==> config.mk <==
export PLATFORM = sky130hd
export DESIGN_NAME = imhpq_heap_ram
export DESIGN_NICKNAME = d
export VERILOG_FILES = /design/src/hw/rtl/imhpq_pkg.sv /design/src/hw/rtl/imhpq_heap_ram.sv
export SDC_FILE = /design/constraint.sdc
export NUM_CORES = 2
export LEC_CHECK = 0
export BUFFER_PORTS_ARGS = -buffer_cell sky130_fd_sc_hd__buf_2
export CAP_MARGIN = 30
export CELL_PAD_IN_SITES_DETAIL_PLACEMENT = 1
export CELL_PAD_IN_SITES_GLOBAL_PLACEMENT = 1
export CORE_MARGIN = 1
export CORE_UTILIZATION = 61
export CTS_CLUSTER_DIAMETER = 100
export CTS_CLUSTER_SIZE = 12
export DETAILED_ROUTE_END_ITERATION = 10
export PLACE_DENSITY_LB_ADDON = 0.1
export SKIP_CTS_REPAIR_TIMING = 1
export SLEW_MARGIN = 40
export SYNTH_ARGS = -nofsm -noshare
export SYNTH_HDL_FRONTEND = slang
export SYNTH_SLANG_ARGS = --single-unit
==> constraint.sdc <==
create_clock -name clk_i -period 16.35 [get_ports clk_i]
set_clock_uncertainty 0.2 [all_clocks]
set_input_delay 4.905 -clock clk_i [delete_from_list [all_inputs] [get_ports clk_i]]
set_output_delay 4.905 -clock clk_i [all_outputs]
set_load 0.01 [all_outputs]
==> src/hw/rtl/imhpq_pkg.sv <==
package imhpq_pkg;

  localparam int ElemW          = 6;
  localparam int KeyW           = 32;
  localparam int StatW          = 3;
  localparam int FillW          = 7;
  localparam int NumElems       = 64;
  localparam int MaxElementsDef = 64;

  localparam logic [1:0] CMD_INSERT = 2'd0;
  localparam logic [1:0] CMD_CHANGE = 2'd1;
  localparam logic [1:0] CMD_REMOVE = 2'd2;
  localparam logic [1:0] CMD_PEEK   = 2'd3;

  localparam logic [StatW-1:0] ST_OK     = 3'd0;
  localparam logic [StatW-1:0] ST_EMPTY  = 3'd1;
  localparam logic [StatW-1:0] ST_FULL   = 3'd2;
  localparam logic [StatW-1:0] ST_ABSENT = 3'd3;
  localparam logic [StatW-1:0] ST_DUP    = 3'd4;

  typedef struct packed {
    logic [KeyW-1:0]  key;
    logic [ElemW-1:0] el;
  } heap_ent_t;

  typedef struct packed {
    logic [FillW-1:0] fill;
    logic [StatW-1:0] st;
    logic [KeyW-1:0]  key;
    logic [ElemW-1:0] el;
  } result_t;

endpackage

==> src/hw/rtl/imhpq_heap_ram.sv <==
module imhpq_heap_ram #(
  parameter int Depth = imhpq_pkg::MaxElementsDef,
  parameter int AddrW = $clog2(Depth)
) (
  input  logic                 clk_i,
  input  logic                 we_i,
  input  logic [AddrW-1:0]     waddr_i,
  input  imhpq_pkg::heap_ent_t wdata_i,
  input  logic [AddrW-1:0]     raddr0_i,
  input  logic [AddrW-1:0]     raddr1_i,
  output imhpq_pkg::heap_ent_t rdata0_o,
  output imhpq_pkg::heap_ent_t rdata1_o
);

  imhpq_pkg::heap_ent_t mem [Depth];

  always_ff @(posedge clk_i) begin
    if (we_i) begin
      mem[waddr_i] <= wdata_i;
    end
    rdata0_o <= mem[raddr0_i];
    rdata1_o <= mem[raddr1_i];
  end

endmodule

==> results.txt <==
Die width: 433.4 um
Setup TNS: 0 ns
Number of I/O pins: 134
Post-DRT Antenna Nets: 0
Compound-Gate Fraction of Synth Area: 0.01538
Post-synthesis net count: 5,134
Crit start category: input port
Root Driver: clkbuf_16
First-pass GRT wire length: 524,600 um
DR WL met3: 53,330 um
Die area: 187,900 sq um
Max-cap viol count: 0
CTS tree: done
Global route overflow: 0
Fmax: 122.3 MHz
Mux contribution to synthesized area: 0.2990
XOR/XNOR Fraction of Synth Area: 0
Setup CP Type: input port to flip-flop
Wl on met1: 125,800 um
Internal cell power: 10.21 mW
Routed vias: 63,650
Mapped Avg Cell Area: 22.37 sq um
VDD IR-drop max: 0.1184 mV
RSZ-0062 raised after global routing: no
Yosys cell types: 38
Post-Synth Simple-Gate Area: 0.01188
Post-layout nets: 5,292
Clock slew at reported path FFs: 0.06 ns
Switch share: 0.2306
Port Buffers: 133
CTS H-Tree Depth: 4
Core box area: 184,100 sq um
Status: finished clean
Seq/Total Area, Yosys: 0.6566
Largest family of logic cells by synthesized area: multiplexers
Post-Synth Adder-Cell Area: 0
Metal2 WL: 177,100 um
Number of synthesized flops with an enable pin: 2,432
Post-Synthesis Cells: 5,076
Die Span Y: 433.4 um
Initial antenna violation count: 45
Pin count of the biggest net entering global routing: 111
Synth Flop Type: edfxtp_1
Top routing layer in use: met5
Combinational share of power: 0.084
Most frequent cells in the layout: 2,432 x edfxtp_1, 1,415 x mux4_2, 230 x clkbuf_16, 168 x clkbuf_1, 159 x mux2i_1
Synth Cell Area: 113,500 sq um
Synth-to-Final Area Change: 10.39%
HPWL Detailed: 221,700 um
Power Density: 105.9 nW/um^2
Global-route usage over all layers: 0.4152
Vias per inst: 8.043
Worst slack at placement: 6.954 ns
Hold WC Path Type: flip-flop to flip-flop
DRT Wirelength: 381,300 um
Most common cell after layout, fill and taps aside: edfxtp_1
CP Data Arrival Time: 8.72 ns
Worst setup EP type: flip-flop
Drt drc: 0
DRT iter0 DRCs: 10,400
Final RePlAce weighted congestion: 0.8572
Post-layout min period: 8.175 ns
Post-synth ARST share: 0
Layout cells sized above 1: 0.3907
Period Utilization, post-route: 0.5000
Clock power share: 0.374
CP required: 16.90 ns
Clock net sink count: 2,508
Worst-Margin Slew: 0.9777 ns
Yosys warnings: 0
Yosys reg bits: 2,508
Slew margin rel.: 0.3482
Clock tree buffer depth: 3
Max FO, Critical Path: 74
Starting Density: 0.6168
First-pass iteration count of the detailed router: 6
CTS buffer count: 226
Lkg Pwr: 38.78 nW
Wire length per cell: 48.18 um
Vias in the first global route: 65,210
Worst-Skew Late Latency: 0.90 ns
Net Sw Power: 3.061 mW
Sequential Power Share: 0.542
Final setup fails: 0
Setup slack after layout: 8.175 ns
Rows: 157
Slew Limit Fails: 0
Final Hold Viols: 0
## power groups by stage
| stage | sequential [mW] | combinational (mW) | clock [mW] |
|---|---|---|---|
| final | 7.20 | 1.12 | 4.96 |
| after global placement | 7.33 | 1.05 | 0 |
| after global routing | 7.19 | 1.16 | 5.17 |
| after CTS | 7.19 | 1.10 | 4.97 |
| after detailed placement | 7.33 | 1.09 | 0 |
| after floorplan | 7.29 | 0.678 | 0 |
## routing by layer
layer  track usage  vias up
li1              -    22900
met1        0.5485    34120
met2        0.6170     5502
met3        0.1230     1104
met4        0.2548       18
met5             0        -
## per-stage QoR
step / hold WS [ns] / instance area, sq um / total power, mW / std cells / utilization
after floorplan: 0.5989 / 113500 / 7.966 / 5076 / -
after global placement: 0.6453 / 117200 / 8.379 / 7413 / 0.6366
after detailed placement: 0.6583 / 118600 / 8.422 / 7465 / 0.6443
after CTS: 0.6725 / 125100 / 13.26 / 7873 / 0.6797
after global routing: 0.7111 / 125300 / 13.52 / 7901 / 0.6807
final: 0.6819 / 125300 / 13.28 / 7914 / 0.6809
## path summary, 6_finish.rpt
check	end	start	depth (start not counted)	slack [ns]
min reg2reg	rdata0_o[9]$_DFF_P_	mem[5][9]$_DFFE_PP_	4	0.68
min	rdata0_o[9]$_DFF_P_	mem[5][9]$_DFFE_PP_	4	0.68
max reg2reg	rdata1_o[7]$_DFF_P_	mem[11][7]$_DFFE_PP_	5	13.72
max	rdata1_o[32]$_DFF_P_	raddr1_i[0]	10	8.17
## layout make-up
cell class / count / area, sq um
diodes: 36 / 90.09
clock inverters: 10 / 136.4
repair buffers: 335 / 3501
well taps: 2464 / 3083
clock buffers: 398 / 6386
multi-input cells: 2162 / 37580
flip-flops and latches: 2508 / 74550
fillers: 13990 / 58730
inverters: 1 / 3.754
## Yosys cell counts (41+ instances only)
cell type | number | area share
nand2_1 | 119 | 0.0039
buf_1 | 48 | 0.0016
clkbuf_1 | 152 | 0.0050
mux4_2 | 1415 | 0.28
a211oi_1 | 47 | 0.0031
buf_2 | 158 | 0.0070
a21oi_1 | 45 | 0.0020
dfxtp_1 | 76 | 0.013
nor2b_1 | 47 | 0.0026
mux2_2 | 43 | 0.0043
a22oi_1 | 86 | 0.0057
mux2i_1 | 159 | 0.014
nor2_1 | 80 | 0.0026
edfxtp_1 | 2432 | 0.64
o211ai_1 | 41 | 0.0027
## flip-flops by register name, summed over array words and instances (netlist names)
name and flops:
mem 2432, rdata0_o 38, rdata1_o 38
## critical path, cell delays in order
cell	delay [ns]
buf_8	0.30
buf_12	0.51
buf_12	0.32
buf_16	0.36
buf_16	0.31
mux4_2	0.56
mux4_2	0.52
nor2b_1	0.16
a211oi_1	0.40
a21oi_1	0.08
## cells by family after synthesis
group / count (synthesis)
flops: 2508
mux: 1617
buf+inv: 406
simple gates: 298
compound gates: 247
Power figures use the tool's default switching activity.
