[src/hw/rtl/imhpq_pkg.sv]
package imhpq_pkg;

  localparam int ElemW          = 6;
  localparam int KeyW           = 32;
  localparam int StatW          = 3;
  localparam int FillW          = 7;
  localparam int NumElems       = 64;
  localparam int MaxElementsDef = 64;

  localparam logic [1:0] CMD_INSERT = 2'd0;
  localparam logic [1:0] CMD_CHANGE = 2'd1;
  localparam logic [1:0] CMD_REMOVE = 2'd2;
  localparam logic [1:0] CMD_PEEK   = 2'd3;

  localparam logic [StatW-1:0] ST_OK     = 3'd0;
  localparam logic [StatW-1:0] ST_EMPTY  = 3'd1;
  localparam logic [StatW-1:0] ST_FULL   = 3'd2;
  localparam logic [StatW-1:0] ST_ABSENT = 3'd3;
  localparam logic [StatW-1:0] ST_DUP    = 3'd4;

  typedef struct packed {
    logic [KeyW-1:0]  key;
    logic [ElemW-1:0] el;
  } heap_ent_t;

  typedef struct packed {
    logic [FillW-1:0] fill;
    logic [StatW-1:0] st;
    logic [KeyW-1:0]  key;
    logic [ElemW-1:0] el;
  } result_t;

endpackage

[src/hw/rtl/imhpq_pos_ram.sv]
module imhpq_pos_ram #(
  parameter int SlotW = 6
) (
  input  logic                        clk_i,
  input  logic                        we_i,
  input  logic [imhpq_pkg::ElemW-1:0] waddr_i,
  input  logic [SlotW-1:0]            wdata_i,
  input  logic [imhpq_pkg::ElemW-1:0] raddr_i,
  output logic [SlotW-1:0]            rdata_o
);

  logic [SlotW-1:0] mem [imhpq_pkg::NumElems];

  always_ff @(posedge clk_i) begin
    if (we_i) begin
      mem[waddr_i] <= wdata_i;
    end
    rdata_o <= mem[raddr_i];
  end

endmodule

[config.mk]
export PLATFORM = sky130hd
export DESIGN_NAME = imhpq_pos_ram
export DESIGN_NICKNAME = d
export VERILOG_FILES = /design/src/hw/rtl/imhpq_pkg.sv /design/src/hw/rtl/imhpq_pos_ram.sv
export SDC_FILE = /design/constraint.sdc
export NUM_CORES = 1
export LEC_CHECK = 0
export BUFFER_PORTS_ARGS = -buffer_cell sky130_fd_sc_hd__buf_2
export CAP_MARGIN = 20
export CORE_ASPECT_RATIO = 1.2
export CORE_MARGIN = 5
export CORE_UTILIZATION = 50
export CTS_BUF_LIST = sky130_fd_sc_hd__clkbuf_16
export DETAILED_ROUTE_END_ITERATION = 12
export GPL_ROUTABILITY_DRIVEN = 1
export PLACE_DENSITY = 0.64
export SLEW_MARGIN = 20
export SYNTH_ARGS = -nofsm -noshare
export SYNTH_HDL_FRONTEND = slang
export SYNTH_SLANG_ARGS = --single-unit
[constraint.sdc]
create_clock -name clk_i -period 1.9 [get_ports clk_i]
set_input_delay 0.19 -clock clk_i [delete_from_list [all_inputs] [get_ports clk_i]]
set_output_delay 0.19 -clock clk_i [all_outputs]
set_load 0.1 [all_outputs]
==> results of run 1 <==
[power by group]
group,total (mW),switching (mW),internal (mW)
Clock,7.62,3.05,4.57
Sequential,9.55,0.0327,9.52
Combinational,1.10,0.683,0.412
[layer usage]
layer | vias to the layer above | GRT usage
li1 | 3301 | -
met1 | 3957 | 0.257
met2 | 256 | 0.355
met3 | 77 | 0.0326
met4 | 2 | 0.0699
met5 | - | 0
[through the flow]
stage / hold WS [ps] / power, mW / area (um^2)
floorplan: 289 / 10.4 / 15200
global placement: 664 / 10.8 / 16700
detailed placement: 667 / 10.8 / 16700
CTS: 123 / 18.4 / 17900
global route: 142 / 18.8 / 17900
finish: 152 / 18.3 / 17900
[cell type report]
class / count / area (um^2) / share of cell area
Clock inverter: 28 / 258 / 0.0144
Multi-Input combinational cell: 291 / 3320 / 0.185
Sequential cell: 390 / 11700 / 0.649
Tap cell: 396 / 495 / 0.0276
Timing Repair Buffer: 145 / 1190 / 0.0662
Clock buffer: 41 / 1030 / 0.0572
[state kept, by name, summed over array words and instances (netlist names)]
name,cells
rdata_o,6
mem,384
[worst paths after layout]
kind / to / from / slack [ps] / cells after the start
worst min register to register: rdata_o[5] / mem[38][5] / 800 / 4
worst max register to register: rdata_o[3] / mem[35][3] / 100 / 5
worst max-delay path: rdata_o[3] / mem[35][3] / 100 / 5
worst min-delay path: rdata_o[4] / raddr_i[5] / 150 / 3
[worst reg2reg max path: cells and delay by family (launching register included)]
family | cells | cell delay, ps
buffers and inverters | 1 | 170
AO/OA/AOI/OAI | 2 | 380
multiplexers | 2 | 780
flip-flops | 1 | 350
[cells in the final DEF, fill, tap and decap left out, types with 2 or more instances in the layout]
| cell | Yosys | final |
|---|---|---|
| buf_12 | 2 | 12 |
| or3b_2 | 2 | 2 |
| o21ai_1 | 6 | 6 |
| clkbuf_16 | 0 | 41 |
| mux2i_1 | 15 | 15 |
| a211oi_1 | 6 | 6 |
| nor2_1 | 67 | 67 |
| o221ai_1 | 9 | 9 |
| a32o_1 | 3 | 3 |
| clkinv_1 | 0 | 5 |
| or2_2 | 2 | 2 |
| a22oi_1 | 2 | 2 |
| buf_4 | 2 | 110 |
| bufinv_16 | 0 | 5 |
| mux4_2 | 87 | 87 |
| mux4_1 | 6 | 6 |
| nand4_1 | 2 | 2 |
| inv_1 | 0 | 13 |
| a21oi_1 | 6 | 6 |
| o22a_1 | 6 | 6 |
| nand3b_1 | 4 | 4 |
| nand2_1 | 8 | 8 |
| nor3_1 | 5 | 5 |
| nand3_1 | 11 | 11 |
| nor2b_1 | 8 | 8 |
| buf_2 | 13 | 22 |
| dfxtp_1 | 6 | 6 |
| mux2_2 | 9 | 9 |
| edfxtp_1 | 384 | 384 |
| clkinvlp_4 | 0 | 3 |
| nand2b_1 | 5 | 5 |
| a221oi_1 | 3 | 3 |
| or3_1 | 2 | 2 |
| o22ai_1 | 12 | 12 |
[kinds of logic after synthesis]
kind of cell | synth area share
AO/OA/AOI/OAI | 0.0260
flip-flops | 0.765
multiplexers | 0.156
buffers and inverters | 0.0165
AND/OR/NAND/NOR | 0.0367
==> impl_metrics.py, run 1 <==
metrics = {
    "clock_tree": {
        "clk_latency_ps": 530,
        "cts_made_buffers": 38,
        "cts_sinks": 390,
        "cts.htree.levels": 2,
        "clkTransAtPathRegs_ps": 60,
        "cts_tree": "built",
        "ctsResizeCount": 0,
        "postCtsSetupRepairBufs": 0,
        "cts-root-buf": "clkbuf_16",
        "holdBufCountCts": 0,
        "clk_path_buf_depth": 3,
    },
    "synthesis": {
        "synth_cell_types": 37,
        "ys_seq_area_frac": 0.765,
        "synth_edf_count": 384,
        "netlist_instances": 720,
        "synth.most_common_cell": "edfxtp_1",
        "syn_avg_cell_area_um2": 21.1,
        "synth.top_cell.area_share": 0.757,
        "syn_nets": 740,
        "synth_top_area_cell": "edfxtp_1",
        "ys_seq_elements": 390,
        "synth_warnings": 0,
        "syn_area_um2": 15200,
        "synth_async_sr_flop_share": 0,
        "synthTopCellsByArea": "edfxtp_1 (76%), mux4_2 (13%), nor2_1 (1.7%)",
        "synth.cells.most_frequent": "edfxtp_1 (384), mux4_2 (87), nor2_1 (67)",
        "synthFlopType": "edfxtp_1",
    },
    "floorplan": {
        "core_area_um2": 30300,
        "initial_core_util": 0.502,
        "fp.dieArea_um2": 34100,
        "die_w_um": 169,
        "std_cell_rows": 70,
        "io_pins": 26,
        "die_y_um": 201,
    },
    "placed_design": {
        "port_buffers": 25,
        "dpl.hpwl_um": 21900,
        "dp_slack_ps": -225,
        "place.gp.congestion": 0.816,
        "dp_cells": 1222,
    },
    "final_layout": {
        "fillCellCount": 2244,
        "areaGrowthSynthToFinish_pct": 17.8,
        "num_antenna_cells": 0,
        "final_core_util": 0.592,
        "nets": 886,
        "instances_no_fill": 1291,
        "drive_gt1_frac": 0.332,
    },
    "critical_path": {
        "arrival_ps": 2210,
        "cp-start-kind": "register",
        "cp_cell_sequence": "mux4_1, mux2i_1, buf_4, o221ai_1, o22a_1",
        "critical-path-top-delay-family": "multiplexers",
        "worst_path_max_delay_cell": "mux4_1",
        "critPathKind": "register to register",
        "cp_max_fo": 1,
        "max_stage_delay_ps": 500,
        "worstPathRequired_ps": 2310,
        "cp_num_buf_inv": 1,
        "worst_setup_path_end_kind": "register",
    },
    "worst_hold_path": {
        "hp-class": "input port to register",
    },
    "sta": {
        "tns_ps": 0,
        "rsz0062_at_grt": "false",
        "setup-violations-final": 0,
        "min_period_over_period": 0.950,
        "finalMaxSlewViolations": 0,
        "period_minus_slack_ps": 1800,
        "setup_slack_ps": 95.3,
        "hold_violations": 0,
        "slew-limit-headroom": 0.520,
        "fmax_mhz": 554,
        "fin_skew_ps": 11.8,
        "tightest_slew_ps": 721,
    },
    "global_routing": {
        "grt_pass1_vias": 8197,
        "grt_max_degree": 65,
        "grt_overflow": 0,
        "grt_util_all_layers": 0.202,
        "grt_pass1_wl_um": 51300,
        "grt_antenna_before_repair": 1,
    },
    "drt": {
        "highest_layer": "met5",
        "drtAntennaViolNets": 0,
        "dr.pass1.iters": 5,
        "wl_met1_um": 13000,
        "vias": 7593,
        "drt_wl_total_um": 33900,
        "wl_met3_um": 1740,
        "drc": 0,
        "avgRoutedWirePerCell_um": 26.2,
        "dr_wl_met2_um": 17900,
        "drt_iter0_markers": 711,
        "routed_via_density": 5.88,
    },
    "flow_run": {
        "drv_cap": 0,
    },
    "outcome": {
        "status": "complete, no violations",
    },
    "power": {
        "power.density_nw_per_um2": 1020,
        "p_leak_nw": 5.92,
        "max-vdd-ir-drop_mv": 0.709,
    },
}
Note: power is estimated with default switching activity, not from simulation.
==> run 2, diff against run 1 <==
==> constraint.sdc (replaced) <==
create_clock -name clk_i -period 1.9 [get_ports clk_i]
set_input_delay 0.095 -clock clk_i [delete_from_list [all_inputs] [get_ports clk_i]]
set_output_delay 0.095 -clock clk_i [all_outputs]
set_load 0.1 [all_outputs]
==> run 2 against run 1 <==
Clock skew grew 2.5 ps. Via count shrank 0.22%. Count of clock-buffer cells in the layout shrank 2. Worst hold slack lost 100 ps. Core utilization shrank 0.18 points. Final cell count shrank 0.31%. Sequential share of layout area grew 0.20 points. Critical path type unchanged. Largest cell class unchanged. Highest routed layer is now met4.
==> impl_metrics.py, run 2 (synthesis gave the netlist of run 1 again) <==
metrics = {
    "final_layout": {
        "final_area_um2": 17900,
        "drive_gt1_frac": 0.337,
        "top_register": "mem",
        "layout_common_cells": "edfxtp_1 (384), buf_4 (108), mux4_2 (87), nor2_1 (67), clkbuf_16 (39)",
        "num_antenna_cells": 0,
        "areaGrowthSynthToFinish_pct": 17.5,
        "regArea_um2": 11700,
        "fillCellCount": 2179,
        "nets": 882,
        "final_core_util": 0.590,
        "multi_input_area_um2": 3330,
        "reg_top3": "mem: 384 flops, rdata_o: 6 flops",
        "layout_commonest_cell": "edfxtp_1",
        "largest_reg_flops": 384,
    },
    "sta": {
        "tightest_slew_ps": 794,
        "fmax_mhz": 545,
        "whs_ps": 50.9,
        "fin_skew_ps": 14.4,
        "period_minus_slack_ps": 1840,
        "finalMaxSlewViolations": 0,
        "setup-violations-final": 0,
        "min_period_over_period": 0.967,
        "hold_violations": 0,
        "tns_ps": 0,
        "slew-limit-headroom": 0.471,
        "rsz0062_at_grt": "false",
    },
    "placed_design": {
        "port_buffers": 25,
        "place.gp.congestion": 0.797,
        "placed_area_um2": 16600,
        "dpl.hpwl_um": 22300,
    },
    "clock_tree": {
        "clkTransAtPathRegs_ps": 60,
        "cts-root-buf": "clkbuf_16",
        "postCtsSetupRepairBufs": 0,
        "clk_path_buf_depth": 3,
        "cts_tree": "built",
        "clk_latency_ps": 520,
        "holdBufCountCts": 0,
        "ctsResizeCount": 1,
        "cts_made_buffers": 38,
        "cts.htree.levels": 2,
        "cts_sinks": 390,
    },
    "drt": {
        "avgRoutedWirePerCell_um": 26.1,
        "vias": 7576,
        "drtAntennaViolNets": 0,
        "routed_via_density": 5.89,
        "dr.pass1.iters": 5,
        "drc": 0,
        "drt_iter0_markers": 855,
        "drt_wl_total_um": 33600,
    },
    "power": {
        "max-vdd-ir-drop_mv": 0.849,
        "pwr-share-clk": 0.422,
        "swShare": 0.206,
        "power.density_nw_per_um2": 1030,
        "comb_power_share": 0.059,
        "p_leak_nw": 5.88,
        "pwr-share-seq": 0.519,
        "p_switching_mw": 3.78,
        "p_int_mw": 14.6,
    },
    "critical_path": {
        "critPathKind": "register to register",
        "worst_setup_path_end_kind": "register",
        "cp-start-kind": "register",
        "worstPathRequired_ps": 2310,
        "cp_max_fo": 1,
        "arrival_ps": 2240,
    },
    "floorplan": {
        "io_pins": 26,
        "die_y_um": 201,
        "core_area_um2": 30300,
        "die_w_um": 169,
        "fp.dieArea_um2": 34100,
        "initial_core_util": 0.502,
        "std_cell_rows": 70,
    },
    "flow_run": {
        "drv_cap": 0,
    },
    "global_routing": {
        "grt_pass1_wl_um": 51100,
        "grt_pass1_vias": 8066,
        "grt_overflow": 0,
        "grt_util_all_layers": 0.202,
        "grt_antenna_before_repair": 0,
        "grt_max_degree": 39,
    },
    "worst_hold_path": {
        "hp-class": "input port to register",
    },
    "outcome": {
        "status": "complete, no violations",
    },
}
==> run 2: path summary, 6_finish.rpt <==
path | from | endpoint | slack, ps | depth (start not counted)
setup / recovery | mem[49][3] | rdata_o[3] | 60 | 5
hold / removal | raddr_i[5] | rdata_o[4] | 50 | 3
setup reg to reg | mem[49][3] | rdata_o[3] | 60 | 5
hold reg to reg | mem[37][0] | rdata_o[0] | 900 | 4
==> run 2: power by group through the flow <==
stage,clock (mW),sequential [mW],combinational [mW]
2_1_floorplan,0,9.84,0.514
3_3_place_gp,0,9.72,1.07
3_5_place_dp,0,9.73,1.09
4_1_cts,7.90,9.54,1.09
5_1_grt,8.28,9.54,1.15
6_report,7.76,9.54,1.08
==> run 2: per-stage QoR <==
| step | total power [mW] | std cells | setup WS [ps] |
|---|---|---|---|
| 6_report | 18.4 | 1287 | 63.5 |
| 3_5_place_dp | 10.8 | 1218 | -135 |
| 5_1_grt | 19.0 | 1287 | 6.58 |
| 2_1_floorplan | 10.4 | 720 | 259 |
| 4_1_cts | 18.5 | 1287 | 55.8 |
| 3_3_place_gp | 10.8 | 1218 | -146 |
==> run 2: routing by layer <==
metal | track usage | vias up | routed length, um
met4 | 0.0555 | 0 | 988
met3 | 0.0362 | 65 | 2090
met1 | 0.284 | 3954 | 13700
met5 | 0 | - | 0
li1 | - | 3297 | -
met2 | 0.330 | 260 | 16800
==> run 2: cell type report <==
type                    count  area share
clock buffers              39      0.0546
flip-flops and latches    390       0.651
clock inverters            30      0.0179
multi-input cells         291       0.186
well taps                 396      0.0277
repair buffers            141      0.0625
==> run 2: critical path, cell delays in order, from the launching register on <==
cell	delay (ps)
edfxtp_1	350
mux4_1	500
mux2_2	300
o21ai_1	300
a21oi_1	100
o22a_1	170
==> run 3, diff against run 2 <==
- ABC_AREA: default -> 1
- CTS_CLUSTER_DIAMETER: default -> 50
==> run 3 against run 2 <==
Synthesized area up 4.6%. Setup slack better by 380 ps. Wire length up 14%. Core utilization down 1.6 points. Critical path depth down 4. Synthesized cell count up 91%. Combinational power up 16%. Worst hold slack better by 28 ps. Clock skew down 5.4 ps. Critical path type is now register to output port. Largest power group unchanged.
==> impl_metrics.py, run 3 <==
metrics = {
    "critical_path": {
        "r2r_cells": 8,
        "max_stage_delay_ps": 450,
        "cp-start-kind": "register",
        "cp_num_buf_inv": 1,
        "cp_cell_sequence": "buf_2",
        "arrival_ps": 1370,
        "worst_setup_path_end_kind": "output port",
        "crit_cells": 1,
        "cp_max_fo": 1,
        "worst_path_max_delay_cell": "buf_2",
        "critPathKind": "register to output port",
        "critical-path-top-delay-family": "buffers and inverters",
        "worstPathRequired_ps": 1800,
    },
    "floorplan": {
        "die_w_um": 173,
        "io_pins": 26,
        "die_y_um": 206,
        "initial_core_util": 0.507,
        "std_cell_rows": 71,
        "core_area_um2": 31400,
        "fp.dieArea_um2": 35500,
    },
    "clock_tree": {
        "postCtsSetupRepairBufs": 0,
        "cts_tree": "built",
        "clk_latency_ps": 530,
        "clkTransAtPathRegs_ps": 60,
        "cts-root-buf": "clkbuf_16",
        "clk_path_buf_depth": 3,
        "cts_sinks": 390,
        "cts_made_buffers": 40,
        "cts.htree.levels": 2,
        "holdBufCountCts": 1,
        "ctsResizeCount": 0,
    },
    "sta": {
        "hold_violations": 0,
        "finalMaxSlewViolations": 0,
        "slew-limit-headroom": 0.354,
        "setup-violations-final": 0,
        "rsz0062_at_grt": "false",
        "tns_ps": 0,
        "period_minus_slack_ps": 1460,
        "tightest_slew_ps": 969,
        "fmax_mhz": 684,
        "fin_skew_ps": 8.95,
        "min_period_over_period": 0.769,
    },
    "drt": {
        "drt_iter0_markers": 1025,
        "drt_wl_total_um": 38200,
        "routed_via_density": 5.63,
        "drtAntennaViolNets": 0,
        "drc": 0,
        "dr.pass1.iters": 5,
        "avgRoutedWirePerCell_um": 20.4,
        "vias": 10500,
    },
    "power": {
        "p_leak_nw": 6.64,
        "max-vdd-ir-drop_mv": 0.607,
        "p_total_mw": 17.8,
        "power.density_nw_per_um2": 986,
    },
    "synthesis": {
        "synthFlopType": "edfxtp_1",
        "synth_top_area_cell": "edfxtp_1",
        "synth_async_sr_flop_share": 0,
        "syn_nets": 1396,
        "ys_seq_elements": 390,
        "ys_seq_area_frac": 0.731,
        "synth_cell_types": 14,
        "synth.top_cell.area_share": 0.724,
        "syn_area_um2": 15900,
        "synth.cells.most_frequent": "nand2_1 (486), edfxtp_1 (384), nand3_1 (331)",
        "synth_edf_count": 384,
        "synthTopCellsByArea": "edfxtp_1 (72%), nand2_1 (11%), nand3_1 (10%)",
        "synth.most_common_cell": "nand2_1",
        "netlist_instances": 1376,
        "syn_avg_cell_area_um2": 11.6,
        "synth_warnings": 0,
    },
    "placed_design": {
        "placed_area_um2": 16900,
        "dp_cells": 1799,
        "port_buffers": 25,
        "place.gp.congestion": 0.830,
        "dpl.hpwl_um": 22600,
    },
    "final_layout": {
        "layout_commonest_cell": "nand2_1",
        "drive_gt1_frac": 0.109,
        "top_register": "mem",
        "largest_reg_flops": 384,
        "areaGrowthSynthToFinish_pct": 13.4,
        "final_area_um2": 18100,
        "reg_top3": "mem: 384 flops, rdata_o: 6 flops",
        "final_core_util": 0.574,
        "nets": 1461,
        "instances_no_fill": 1871,
        "layout_common_cells": "nand2_1 (486), edfxtp_1 (384), nand3_1 (331), buf_4 (70), nor2_1 (56)",
    },
    "global_routing": {
        "grt_overflow": 0,
        "grt_pass1_vias": 10400,
        "grt_antenna_before_repair": 2,
        "grt_max_degree": 115,
        "grt_pass1_wl_um": 59300,
        "grt_util_all_layers": 0.217,
    },
    "flow_run": {
        "drv_cap": 0,
    },
    "worst_hold_path": {
        "worstHoldPathCells": 4,
        "hp-class": "input port to register",
    },
    "outcome": {
        "status": "complete, no violations",
    },
}
[run 3: routing by layer]
layer  vias to the layer above  GRT usage  part of all wire
met5                         -          0           0.00052
met4                         2     0.0741             0.030
met3                        82     0.0369             0.058
met2                       357      0.376              0.50
met1                      5129      0.279              0.41
li1                       4962          -                 -
[run 3: layout make-up]
cell class | count | area (um^2)
multi-input combinational | 890 | 3800
timing repair buffer | 107 | 902
sequential | 390 | 11700
antenna | 1 | 2.50
tap | 401 | 502
fill | 2615 | 13400
inverter | 12 | 50.0
clock inverter | 29 | 135
clock buffer | 41 | 1030
[run 3: report_power, final]
| part | internal, mW | switching [mW] | total, mW | leakage, nW |
|---|---|---|---|---|
| clock network | 3.90 | 3.12 | 7.02 | 0.600 |
| logic | 0.317 | 0.937 | 1.25 | 2.54 |
| registers | 9.52 | 0.0262 | 9.55 | 3.51 |
| total | 13.7 | 4.08 | 17.8 | 6.64 |
[run 3: cell families after synthesis]
group	count (synthesis)	synth area share
and+or+nand+nor	890	0.238
DFF	390	0.731
buffers and inverters	96	0.0302
[run 3: path summary, 6_finish.rpt]
check	to	start	slack, ps
min	rdata_o[5]	raddr_i[4]	80
max reg2reg	rdata_o[0]	mem[59][0]	650
max	rdata_o[2]	rdata_o[2]	440
min reg2reg	rdata_o[0]	mem[32][0]	840
[run 3: stage by stage]
stage,hold slack (ps),setup slack [ps]
after floorplan,194,236
after global placement,420,218
after detailed placement,426,227
after CTS,50.3,424
after global routing,83.5,425
final,79.3,439
