--- src/hw/rtl/imhpq_pkg.sv ---
package imhpq_pkg;

  localparam int ElemW          = 6;
  localparam int KeyW           = 32;
  localparam int StatW          = 3;
  localparam int FillW          = 7;
  localparam int NumElems       = 64;
  localparam int MaxElementsDef = 64;

  localparam logic [1:0] CMD_INSERT = 2'd0;
  localparam logic [1:0] CMD_CHANGE = 2'd1;
  localparam logic [1:0] CMD_REMOVE = 2'd2;
  localparam logic [1:0] CMD_PEEK   = 2'd3;

  localparam logic [StatW-1:0] ST_OK     = 3'd0;
  localparam logic [StatW-1:0] ST_EMPTY  = 3'd1;
  localparam logic [StatW-1:0] ST_FULL   = 3'd2;
  localparam logic [StatW-1:0] ST_ABSENT = 3'd3;
  localparam logic [StatW-1:0] ST_DUP    = 3'd4;

  typedef struct packed {
    logic [KeyW-1:0]  key;
    logic [ElemW-1:0] el;
  } heap_ent_t;

  typedef struct packed {
    logic [FillW-1:0] fill;
    logic [StatW-1:0] st;
    logic [KeyW-1:0]  key;
    logic [ElemW-1:0] el;
  } result_t;

endpackage

--- src/hw/rtl/imhpq_ctrl.sv ---
module imhpq_ctrl #(
  parameter int MaxElements = imhpq_pkg::MaxElementsDef,
  parameter int SlotW       = $clog2(MaxElements),
  parameter int CountW      = $clog2(MaxElements + 1)
) (
  input  logic                        clk_i,
  input  logic                        rst_ni,
  input  logic                        in_valid_i,
  output logic                        in_ready_o,
  input  logic [1:0]                  in_cmd_i,
  input  logic [imhpq_pkg::ElemW-1:0] in_el_i,
  input  logic [imhpq_pkg::KeyW-1:0]  in_key_i,
  output logic                        heap_we_o,
  output logic [SlotW-1:0]            heap_waddr_o,
  output imhpq_pkg::heap_ent_t        heap_wdata_o,
  output logic [SlotW-1:0]            heap_raddr0_o,
  output logic [SlotW-1:0]            heap_raddr1_o,
  input  imhpq_pkg::heap_ent_t        heap_rdata0_i,
  input  imhpq_pkg::heap_ent_t        heap_rdata1_i,
  output logic                        pos_we_o,
  output logic [imhpq_pkg::ElemW-1:0] pos_waddr_o,
  output logic [SlotW-1:0]            pos_wdata_o,
  output logic [imhpq_pkg::ElemW-1:0] pos_raddr_o,
  input  logic [SlotW-1:0]            pos_rdata_i,
  output logic                        out_valid_o,
  input  logic                        out_ready_i,
  output imhpq_pkg::result_t          out_o
);

  localparam int LW = SlotW + 2;

  localparam logic [3:0] S_IDLE  = 4'd0;
  localparam logic [3:0] S_START = 4'd1;
  localparam logic [3:0] S_RDPOS = 4'd2;
  localparam logic [3:0] S_RDKEY = 4'd3;
  localparam logic [3:0] S_RDTOP = 4'd4;
  localparam logic [3:0] S_UPREQ = 4'd5;
  localparam logic [3:0] S_UPCMP = 4'd6;
  localparam logic [3:0] S_DNREQ = 4'd7;
  localparam logic [3:0] S_DNCMP = 4'd8;
  localparam logic [3:0] S_FIN   = 4'd9;

  logic [3:0]                  state_q, state_d;
  logic [1:0]                  cmd_q, cmd_d;
  logic [imhpq_pkg::ElemW-1:0] el_q, el_d;
  logic [imhpq_pkg::KeyW-1:0]  key_q, key_d;
  imhpq_pkg::heap_ent_t        mov_q, mov_d;
  logic [SlotW-1:0]            s_q, s_d;
  logic [CountW-1:0]           count_q, count_d;
  logic [imhpq_pkg::NumElems-1:0] present_q, present_d;
  logic                        place_q, place_d;
  logic [imhpq_pkg::ElemW-1:0] res_el_q, res_el_d;
  logic [imhpq_pkg::KeyW-1:0]  res_key_q, res_key_d;
  logic [imhpq_pkg::StatW-1:0] res_st_q, res_st_d;
  logic                        out_valid_q, out_valid_d;
  imhpq_pkg::result_t          out_q, out_d;

  logic          el_ok;
  logic [LW-1:0] lchild, rchild, cnt_ext, child;
  logic [SlotW-1:0] parent;
  logic          pick_l;
  imhpq_pkg::heap_ent_t child_ent;

  assign el_ok   = 32'(el_q) < 32'(MaxElements);
  assign cnt_ext = LW'(count_q);
  assign lchild  = {1'b0, s_q, 1'b1};
  assign rchild  = lchild + LW'(1);
  assign parent  = SlotW'((s_q - SlotW'(1)) >> 1);
  assign pick_l  = (rchild >= cnt_ext) ||
                   ($signed(heap_rdata0_i.key) < $signed(heap_rdata1_i.key));
  assign child     = pick_l ? lchild : rchild;
  assign child_ent = pick_l ? heap_rdata0_i : heap_rdata1_i;

  assign in_ready_o  = (state_q == S_IDLE);
  assign pos_raddr_o = el_q;
  assign out_valid_o = out_valid_q;
  assign out_o       = out_q;

  always_comb begin
    state_d     = state_q;
    cmd_d       = cmd_q;
    el_d        = el_q;
    key_d       = key_q;
    mov_d       = mov_q;
    s_d         = s_q;
    count_d     = count_q;
    present_d   = present_q;
    place_d     = place_q;
    res_el_d    = res_el_q;
    res_key_d   = res_key_q;
    res_st_d    = res_st_q;
    out_valid_d = out_valid_q;
    out_d       = out_q;

    heap_we_o     = 1'b0;
    heap_waddr_o  = s_q;
    heap_wdata_o  = mov_q;
    heap_raddr0_o = '0;
    heap_raddr1_o = '0;
    pos_we_o      = 1'b0;
    pos_waddr_o   = mov_q.el;
    pos_wdata_o   = s_q;

    if (out_valid_q && out_ready_i) begin
      out_valid_d = 1'b0;
    end

    unique case (state_q)
      S_IDLE: begin
        if (in_valid_i) begin
          cmd_d   = in_cmd_i;
          el_d    = in_el_i;
          key_d   = in_key_i;
          state_d = S_START;
        end
      end
      S_START: begin
        res_el_d      = el_q;
        res_key_d     = key_q;
        res_st_d      = imhpq_pkg::ST_OK;
        place_d       = 1'b0;
        heap_raddr0_o = '0;
        heap_raddr1_o = SlotW'(count_q - CountW'(1));
        unique case (cmd_q)
          imhpq_pkg::CMD_INSERT: begin
            if (!el_ok) begin
              res_st_d = imhpq_pkg::ST_ABSENT;
              state_d  = S_FIN;
            end else if (present_q[el_q]) begin
              res_st_d = imhpq_pkg::ST_DUP;
              state_d  = S_FIN;
            end else if (count_q == CountW'(MaxElements)) begin
              res_st_d = imhpq_pkg::ST_FULL;
              state_d  = S_FIN;
            end else begin
              present_d[el_q] = 1'b1;
              count_d         = count_q + CountW'(1);
              mov_d           = '{key: key_q, el: el_q};
              s_d             = SlotW'(count_q);
              place_d         = 1'b1;
              state_d         = S_UPREQ;
            end
          end
          imhpq_pkg::CMD_CHANGE: begin
            if (!el_ok || !present_q[el_q]) begin
              res_st_d = imhpq_pkg::ST_ABSENT;
              state_d  = S_FIN;
            end else begin
              state_d = S_RDPOS;
            end
          end
          default: begin
            if (count_q == '0) begin
              res_st_d  = imhpq_pkg::ST_EMPTY;
              res_el_d  = '0;
              res_key_d = '0;
              state_d   = S_FIN;
            end else begin
              state_d = S_RDTOP;
            end
          end
        endcase
      end
      S_RDPOS: begin
        heap_raddr0_o = pos_rdata_i;
        s_d           = pos_rdata_i;
        state_d       = S_RDKEY;
      end
      S_RDKEY: begin
        mov_d   = '{key: key_q, el: el_q};
        place_d = 1'b1;
        // grown key sinks, otherwise rise
        if ($signed(heap_rdata0_i.key) < $signed(key_q)) begin
          state_d = S_DNREQ;
        end else begin
          state_d = S_UPREQ;
        end
      end
      S_RDTOP: begin
        res_el_d  = heap_rdata0_i.el;
        res_key_d = heap_rdata0_i.key;
        if (cmd_q == imhpq_pkg::CMD_PEEK) begin
          state_d = S_FIN;
        end else begin
          present_d[heap_rdata0_i.el] = 1'b0;
          count_d = count_q - CountW'(1);
          mov_d   = heap_rdata1_i;
          s_d     = '0;
          place_d = 1'b1;
          state_d = S_DNREQ;
        end
      end
      S_UPREQ: begin
        heap_raddr0_o = parent;
        state_d       = (s_q == '0) ? S_FIN : S_UPCMP;
      end
      S_UPCMP: begin
        if ($signed(mov_q.key) < $signed(heap_rdata0_i.key)) begin
          // pull the parent down into the hole
          heap_we_o    = 1'b1;
          heap_wdata_o = heap_rdata0_i;
          pos_we_o     = 1'b1;
          pos_waddr_o  = heap_rdata0_i.el;
          s_d          = parent;
          state_d      = S_UPREQ;
        end else begin
          state_d = S_FIN;
        end
      end
      S_DNREQ: begin
        heap_raddr0_o = SlotW'(lchild);
        heap_raddr1_o = SlotW'(rchild);
        state_d       = (lchild >= cnt_ext) ? S_FIN : S_DNCMP;
      end
      S_DNCMP: begin
        if ($signed(child_ent.key) < $signed(mov_q.key)) begin
          heap_we_o    = 1'b1;
          heap_wdata_o = child_ent;
          pos_we_o     = 1'b1;
          pos_waddr_o  = child_ent.el;
          s_d          = SlotW'(child);
          state_d      = S_DNREQ;
        end else begin
          state_d = S_FIN;
        end
      end
      S_FIN: begin
        if (!out_valid_q || out_ready_i) begin
          heap_we_o   = place_q;
          pos_we_o    = place_q;
          out_valid_d = 1'b1;
          out_d       = '{fill: imhpq_pkg::FillW'(count_q), st: res_st_q,
                          key: res_key_q, el: res_el_q};
          state_d     = S_IDLE;
        end
      end
      default: state_d = S_IDLE;
    endcase
  end

  always_ff @(posedge clk_i or negedge rst_ni) begin
    if (!rst_ni) begin
      state_q     <= S_IDLE;
      count_q     <= '0;
      present_q   <= '0;
      place_q     <= 1'b0;
      out_valid_q <= 1'b0;
    end else begin
      state_q     <= state_d;
      count_q     <= count_d;
      present_q   <= present_d;
      place_q     <= place_d;
      out_valid_q <= out_valid_d;
    end
  end

  always_ff @(posedge clk_i) begin
    cmd_q     <= cmd_d;
    el_q      <= el_d;
    key_q     <= key_d;
    mov_q     <= mov_d;
    s_q       <= s_d;
    res_el_q  <= res_el_d;
    res_key_q <= res_key_d;
    res_st_q  <= res_st_d;
    out_q     <= out_d;
  end

endmodule

--- config.mk ---
export PLATFORM = sky130hd
export DESIGN_NAME = imhpq_ctrl
export DESIGN_NICKNAME = d
export VERILOG_FILES = /design/src/hw/rtl/imhpq_pkg.sv /design/src/hw/rtl/imhpq_ctrl.sv
export SDC_FILE = /design/constraint.sdc
export NUM_CORES = 1
export LEC_CHECK = 0
export ABC_AREA = 1
export ABC_CLOCK_PERIOD_IN_PS = 4600
export BUFFER_PORTS_ARGS = -buffer_cell sky130_fd_sc_hd__buf_2
export CAP_MARGIN = 0
export CORE_MARGIN = 10
export CORE_UTILIZATION = 36
export DETAILED_ROUTE_END_ITERATION = 16
export PLACE_DENSITY = 0.6
export SETUP_SLACK_MARGIN = 0.02
export SKIP_LAST_GASP = 1
export SLEW_MARGIN = 0
export SYNTH_ARGS = -nofsm -noshare
export SYNTH_HDL_FRONTEND = slang
export SYNTH_SLANG_ARGS = --single-unit
--- constraint.sdc ---
create_clock -name clk_i -period 4.6 [get_ports clk_i]
set_input_delay 0.46 -clock clk_i [delete_from_list [all_inputs] [get_ports clk_i]]
set_output_delay 0.46 -clock clk_i [all_outputs]
set_load 0.1 [all_outputs]
==> results of run 1 <==
## cells in the mapped netlist (4+ instances only)
master    count  area, um2
o22ai_1      48        300
a211oi_1      4       30.0
o211ai_1     41        308
a221oi_1      9       78.8
o21a_1        5       37.5
xor2_1       14        123
clkbuf_1     63        236
inv_1       255        957
a22oi_1      11       82.6
buf_1         4       15.0
a41o_1        9       90.1
o21ai_0     173        866
a21oi_1      78        390
nor2_1       55        206
nand3_2      22        220
inv_2         4       15.0
edfxtp_1    173       5190
ha_1        140       1750
buf_4        14        105
nand4_1      23        144
dfrtp_1      77       1930
a21o_1        5       37.5
nand2_1     407       1530
nor3_1       46        230
nor4_1        5       31.3
o31ai_1       6       45.0
buf_2        16       80.1
nand3_1     221       1110
a31oi_1      11       68.8
nand2_2       5       31.3
## how the worst max path moves through the flow
stage | from | end | depth (start not counted)
floorplan | heap_waddr_o[0] | pos_waddr_o[0] | 30
global placement | heap_rdata0_i[23] | heap_we_o | 27
detailed placement | heap_rdata1_i[35] | heap_wdata_o[9] | 28
CTS | heap_waddr_o[0] | heap_wdata_o[23] | 28
global route | heap_waddr_o[2] | pos_waddr_o[1] | 31
finish | heap_waddr_o[0] | pos_waddr_o[1] | 31
## flip-flops by register name, indices dropped and copies added (netlist names)
| signal | cells |
|---|---|
| count_q | 7 |
| res_key_q | 32 |
| res_st_q | 3 |
| res_el_q | 6 |
| heap_waddr_o | 6 |
| cmd_q | 2 |
| out_valid_o | 1 |
| key_q | 32 |
| out_o | 48 |
| state_q | 4 |
| present_q | 64 |
| place_q | 1 |
| mov_q | 38 |
| pos_raddr_o | 6 |
## cells by family (layout without fill, tap and decap cells)
group                    Yosys count  after routing  synth area share [%]
AO/OA/AOI/OAI                    414            414                  15.0
other                              0              1                     0
adder cells (fa/ha/maj)          140            140                  10.6
XOR/XNOR                          15             15                 0.794
flip-flops                       250            250                  43.0
buffers and inverters            364            788                  9.10
AND/OR/NAND/NOR                  792            792                  21.5
## placed cells by master, fill, tap and decap left out, types with 13 or more instances in the layout
| cell | synthesis | routed |
|---|---|---|
| o21ai_2 | 1 | 15 |
| nand3_2 | 22 | 52 |
| inv_1 | 255 | 251 |
| nand2_2 | 5 | 31 |
| o211ai_1 | 41 | 41 |
| o22ai_1 | 48 | 48 |
| buf_4 | 14 | 192 |
| nand3_4 | 0 | 50 |
| o21ai_0 | 173 | 149 |
| dfrtp_1 | 77 | 77 |
| nor2_1 | 55 | 49 |
| nand4_1 | 23 | 23 |
| nor3_1 | 46 | 44 |
| nand3_1 | 221 | 141 |
| buf_12 | 2 | 56 |
| xor2_1 | 14 | 13 |
| nand2_1 | 407 | 372 |
| a21oi_1 | 78 | 68 |
| ha_1 | 140 | 130 |
| buf_2 | 16 | 205 |
| clkbuf_16 | 0 | 34 |
| edfxtp_1 | 173 | 173 |
## layer usage
layer / routed length, um / part of all wire (%) / GRT usage (%)
met1: 26800 / 43 / 29.0
met2: 29100 / 47 / 35.8
met3: 4490 / 7.3 / 3.44
met4: 1530 / 2.5 / 6.23
met5: 18 / 0.029 / 0
## through the flow
stage / hold slack, ns / std cells / TNS (ns) / instance area [um2] / worst slack (ns)
4_1_cts: 0.00562 / 2995 / -39.37 / 22400 / -0.917
5_1_grt: 0.0132 / 2999 / -53.36 / 22900 / -1.16
6_report: 0.0306 / 3000 / -38.49 / 23000 / -0.876
3_5_place_dp: 0.405 / 2918 / -24.75 / 21000 / -0.581
3_3_place_gp: 0.403 / 2918 / -20.55 / 21000 / -0.483
2_1_floorplan: 0.164 / 1975 / -29.74 / 17300 / -0.781
## final cells by class
class,instances,area share (%)
timing repair buffer,471,17.1
inverter,261,4.28
clock buffer,40,3.61
clock inverter,16,0.551
sequential,250,31.0
antenna,1,0.0109
multi-input combinational,1361,40.2
tap,600,3.27
## timing repair
| action | CTS | global route |
|---|---|---|
| endpoints found under the setup margin | 54 | 110 |
| pin swaps | 32 | 66 |
| gates cloned | 4 | 5 |
| hold buffers | 0 | 0 |
| setup buffers | 17 | 2 |
| gates resized for setup | 66 | 87 |
| hold endpoints to repair | 0 | 0 |
==> flow_summary.toml, run 1 <==
[outcome]
status = "finished, violations left"
violations = "negative setup slack"

[timing]
period_needed_ns = 5.48
final-setup-viol-count = 46
skew_ns = 0.0186
max_freq_mhz = 183
worst_pin_slew_ns = 1.27
drv_slew = 0
setup_ws_ns = -0.876
timing.final.crit_share_pct = 119
hold_viol_final = 0
maxSlewHeadroom_pct = 14.8
rsz0062_at_grt = "yes"

[routing]
drc = 0
post_drt_wl_per_cell_um = 20.6
postRouteAntennaNets = 0
via_per_inst = 5.40
routed_wl_um = 61900
vias = 16198
drt-pass1-iter-count = 6
dr.first_iter.drc_count = 1395

[setup_path]
required_ns = 4.14
regToRegSetupSlack_ns = 0.10
worst_path_max_delay_cell = "edfxtp_1"
max_stage_delay_ns = 0.48
path_class = "reg2out"
critPathTopFamily = "simple AND/OR/NAND/NOR gates"
cp_common_cell = "buf_12"
worst-path-buf-inv = 8
rr_startpoint = "heap_waddr_o[0]"
critPathArrivalTime_ns = 5.02
end_kind = "primary output"
worst_r2r_endpoint = "heap_waddr_o[3]"
cp_max_fo = 8
reg2reg_depth = 27
worstSetupStartpointType = "register"

[final_layout]
multiInputGateArea_um2 = 9220
fin_util_pct = 50.6
nNetsFinal = 2641
fillCellCount = 4254
regArea_um2 = 7120
area_growth_syn_to_layout_pct = 38.7
drive_gt1_share_pct = 30.5

[yosys]
synth_cells = 1975
synth_seq_cells = 250
yosysSeqAreaShare_pct = 43.0
ys.flop_type = "edfxtp_1"
synth.net_count = 2241
synth_edf_count = 173
synth_cell_type_count = 49
ys_warn_count = 0
mappedNetlistArea_um2 = 16500
avgSynthCellArea_um2 = 8.38
async_flop_share_pct = 30.8

[place]
port_buffers = 251
globalplace.congestion = 0.926
dpl.hpwl_um = 44100

[min_path]
min_from = "in_key_i[18]"
hold_depth = 1
hold_path_end = "key_q[18]"
holdCritPathClass = "in2reg"

[floorplanning]
ioPinCount = 252
start_util_pct = 36.5
die_w_um = 234
dieArea_um2 = 54900
die_y_um = 234
placeableCoreArea_um2 = 45400
fp-row-count = 78

[clock_network]
clkSinkCount = 250
cts_tree = "yes"
clock_path_buffers = 3
insertion_delay_ns = 0.60
cts_made_buffers = 30
ctsRootBufferMaster = "clkbuf_16"
htreeDepth = 1
clk_pin_slew_worst_paths_ns = 0.08

[grt]
grt_pass1_vias = 16288
grt_pass1_wl_um = 93900
grt_max_degree = 78
antenna_found_initial = 2
globalRoute.totalOverflow = 0
grt_usage_pct = 21.7

[flow_run]
cap_violations = 0
Power of run 1 is not shown: default switching activity piles up to over one toggle a cycle in this logic, so the estimate is an artifact.
==> run 2, diff against run 1 <==
--- a/config.mk
+++ b/config.mk
@@ -12,6 +12,7 @@
 export CORE_MARGIN = 10
 export CORE_UTILIZATION = 36
 export DETAILED_ROUTE_END_ITERATION = 16
+export GPL_TIMING_DRIVEN = 0
 export PLACE_DENSITY = 0.6
 export SETUP_SLACK_MARGIN = 0.02
 export SKIP_LAST_GASP = 1
==> run 2 against run 1 <==
Against the previous run:
- the flow still finishes with violations (negative setup slack)
- non-clock buffer count is 71 lower
- sequential cell count stayed put
- via count is 1.8% higher
- highest routed layer unchanged
==> flow_summary.toml, run 2 (synthesized netlist as in run 1, its figures left out) <==
[outcome]
status = "finished, violations left"
violations = "negative setup slack"

[setup_path]
worstSetupStartpointType = "register"
cp_max_fo = 5
required_ns = 4.14
path_class = "reg2out"
critPathArrivalTime_ns = 5.21
end_kind = "primary output"

[floorplanning]
start_util_pct = 36.5
placeableCoreArea_um2 = 45400
ioPinCount = 252
die_w_um = 234
fp-row-count = 78
die_y_um = 234
dieArea_um2 = 54900

[routing]
postRouteAntennaNets = 0
vias = 16483
dr.first_iter.drc_count = 1667
via_per_inst = 5.63
routed_wl_um = 67900
post_drt_wl_per_cell_um = 23.2
drc = 0
drt-pass1-iter-count = 6

[grt]
grt_pass1_wl_um = 99600
grt_pass1_vias = 16209
antenna_found_initial = 3
grt_usage_pct = 23.7
grt_max_degree = 41
globalRoute.totalOverflow = 0

[clock_network]
clock_path_buffers = 3
insertion_delay_ns = 0.59
cts_tree = "yes"
clk_pin_slew_worst_paths_ns = 0.06
htreeDepth = 1
ctsRootBufferMaster = "clkbuf_16"
clkSinkCount = 250
cts_made_buffers = 30

[final_layout]
final_common_cell = "nand2_1"
design_area_um2 = 22300
largest_reg_flops = 64
area_growth_syn_to_layout_pct = 34.8
fillCellCount = 4300
drive_gt1_share_pct = 25.0
nNetsFinal = 2570
final_cell_mix = "nand2_1, inv_1, buf_2"
largest-register = "present_q"

[timing]
maxSlewHeadroom_pct = 2.50
period_needed_ns = 5.67
rsz0062_at_grt = "yes"
timing.final.crit_share_pct = 123
final-setup-viol-count = 52
max_freq_mhz = 176
drv_slew = 0
worst_pin_slew_ns = 1.45
skew_ns = 0.0128
setup_ws_ns = -1.07
hold_viol_final = 0

[place]
port_buffers = 251
placed_area_um2 = 19500
dpl.hpwl_um = 49900
globalplace.congestion = 0.924

[min_path]
holdCritPathClass = "in2reg"

[flow_run]
cap_violations = 0
[run 2: cell count changes in the layout (fill, tap and decap cells not counted), moves of 6 or more]
cell | before | now
buf_4 | 192 | 41
clkbuf_1 | 6 | 62
buf_2 | 205 | 216
nand3_1 | 141 | 152
o21ai_4 | 3 | 11
nand3_4 | 50 | 44
o21ai_2 | 15 | 9
[run 2: layout make-up]
type / instances / area (um2) / area share, %
Inverter: 261 / 982 / 4.40
Timing Repair Buffer: 297 / 2480 / 11.1
Sequential cell: 250 / 7120 / 31.9
Buffer: 103 / 783 / 3.51
Tap cell: 600 / 751 / 3.37
Clock inverter: 13 / 165 / 0.741
Multi-Input combinational cell: 1361 / 9150 / 41.0
Antenna cell: 1 / 2.50 / 0.0112
Clock buffer: 43 / 860 / 3.86
[run 2: per-stage QoR]
| stage | util, % | std cells | hold slack [ns] | worst slack [ns] | setup TNS (ns) |
|---|---|---|---|---|---|
| 3_5_place_dp | 43.0 | 2832 | 0.405 | -1.23 | -56.49 |
| 6_report | 49.1 | 2929 | 0.0462 | -1.07 | -46.73 |
| 2_1_floorplan | - | 1975 | 0.164 | -0.781 | -29.74 |
| 4_1_cts | 48.1 | 2910 | 0.0215 | -0.985 | -42.42 |
| 5_1_grt | 49.1 | 2928 | 0.0304 | -1.22 | -55.84 |
| 3_3_place_gp | 42.6 | 2826 | 0.402 | -1.83 | -95.30 |
[run 2: routing by layer]
layer,up-vias,wire [um],global-route usage (%)
met1,8009,28500,31.7
met3,115,6120,4.85
met4,4,2130,7.31
met5,-,24,0
li1,7560,-,-
met2,795,31100,38.1
[run 2: path summary, 6_finish.rpt]
kind,from,end,slack [ns],cells after the start
min reg2reg,res_key_q[26],out_o[32],0.42,0
min in group asynchronous,rst_ni,count_q[1],0.43,2
max reg2reg,heap_waddr_o[0],heap_waddr_o[5],-0.29,26
max,heap_waddr_o[0],pos_waddr_o[1],-1.07,27
min,in_el_i[4],pos_raddr_o[4],0.05,1
max in group asynchronous,rst_ni,present_q[37],3.51,3
[run 2: critical path, cell delays in order (launching register included)]
cell,delay (ns)
edfxtp_1,0.50
ha_4,0.23
nand3_4,0.08
nor2_4,0.13
inv_2,0.04
nand2_2,0.06
inv_2,0.05
ha_4,0.22
a21oi_4,0.12
o21ai_2,0.08
nor2_4,0.18
nand3_4,0.15
buf_8,0.17
buf_4,0.13
o21ai_0,0.37
ha_1,0.32
nand4_1,0.19
a21oi_2,0.07
a211oi_2,0.29
buf_4,0.21
nand3_4,0.12
buf_12,0.18
nand3_2,0.07
nand2_1,0.06
nand2_2,0.07
nand3_4,0.16
buf_12,0.17
buf_16,0.15
[run 2: repair_timing]
action                     4_1_cts  5_1_grt
pin swaps                       23       33
hold endpoints to repair        39        0
gates cloned                     2        3
gates resized for setup        277       66
hold buffers                     1        0
setup endpoints to repair       55       55
setup buffers                   19       13
Power of run 2 is left out for the same reason.
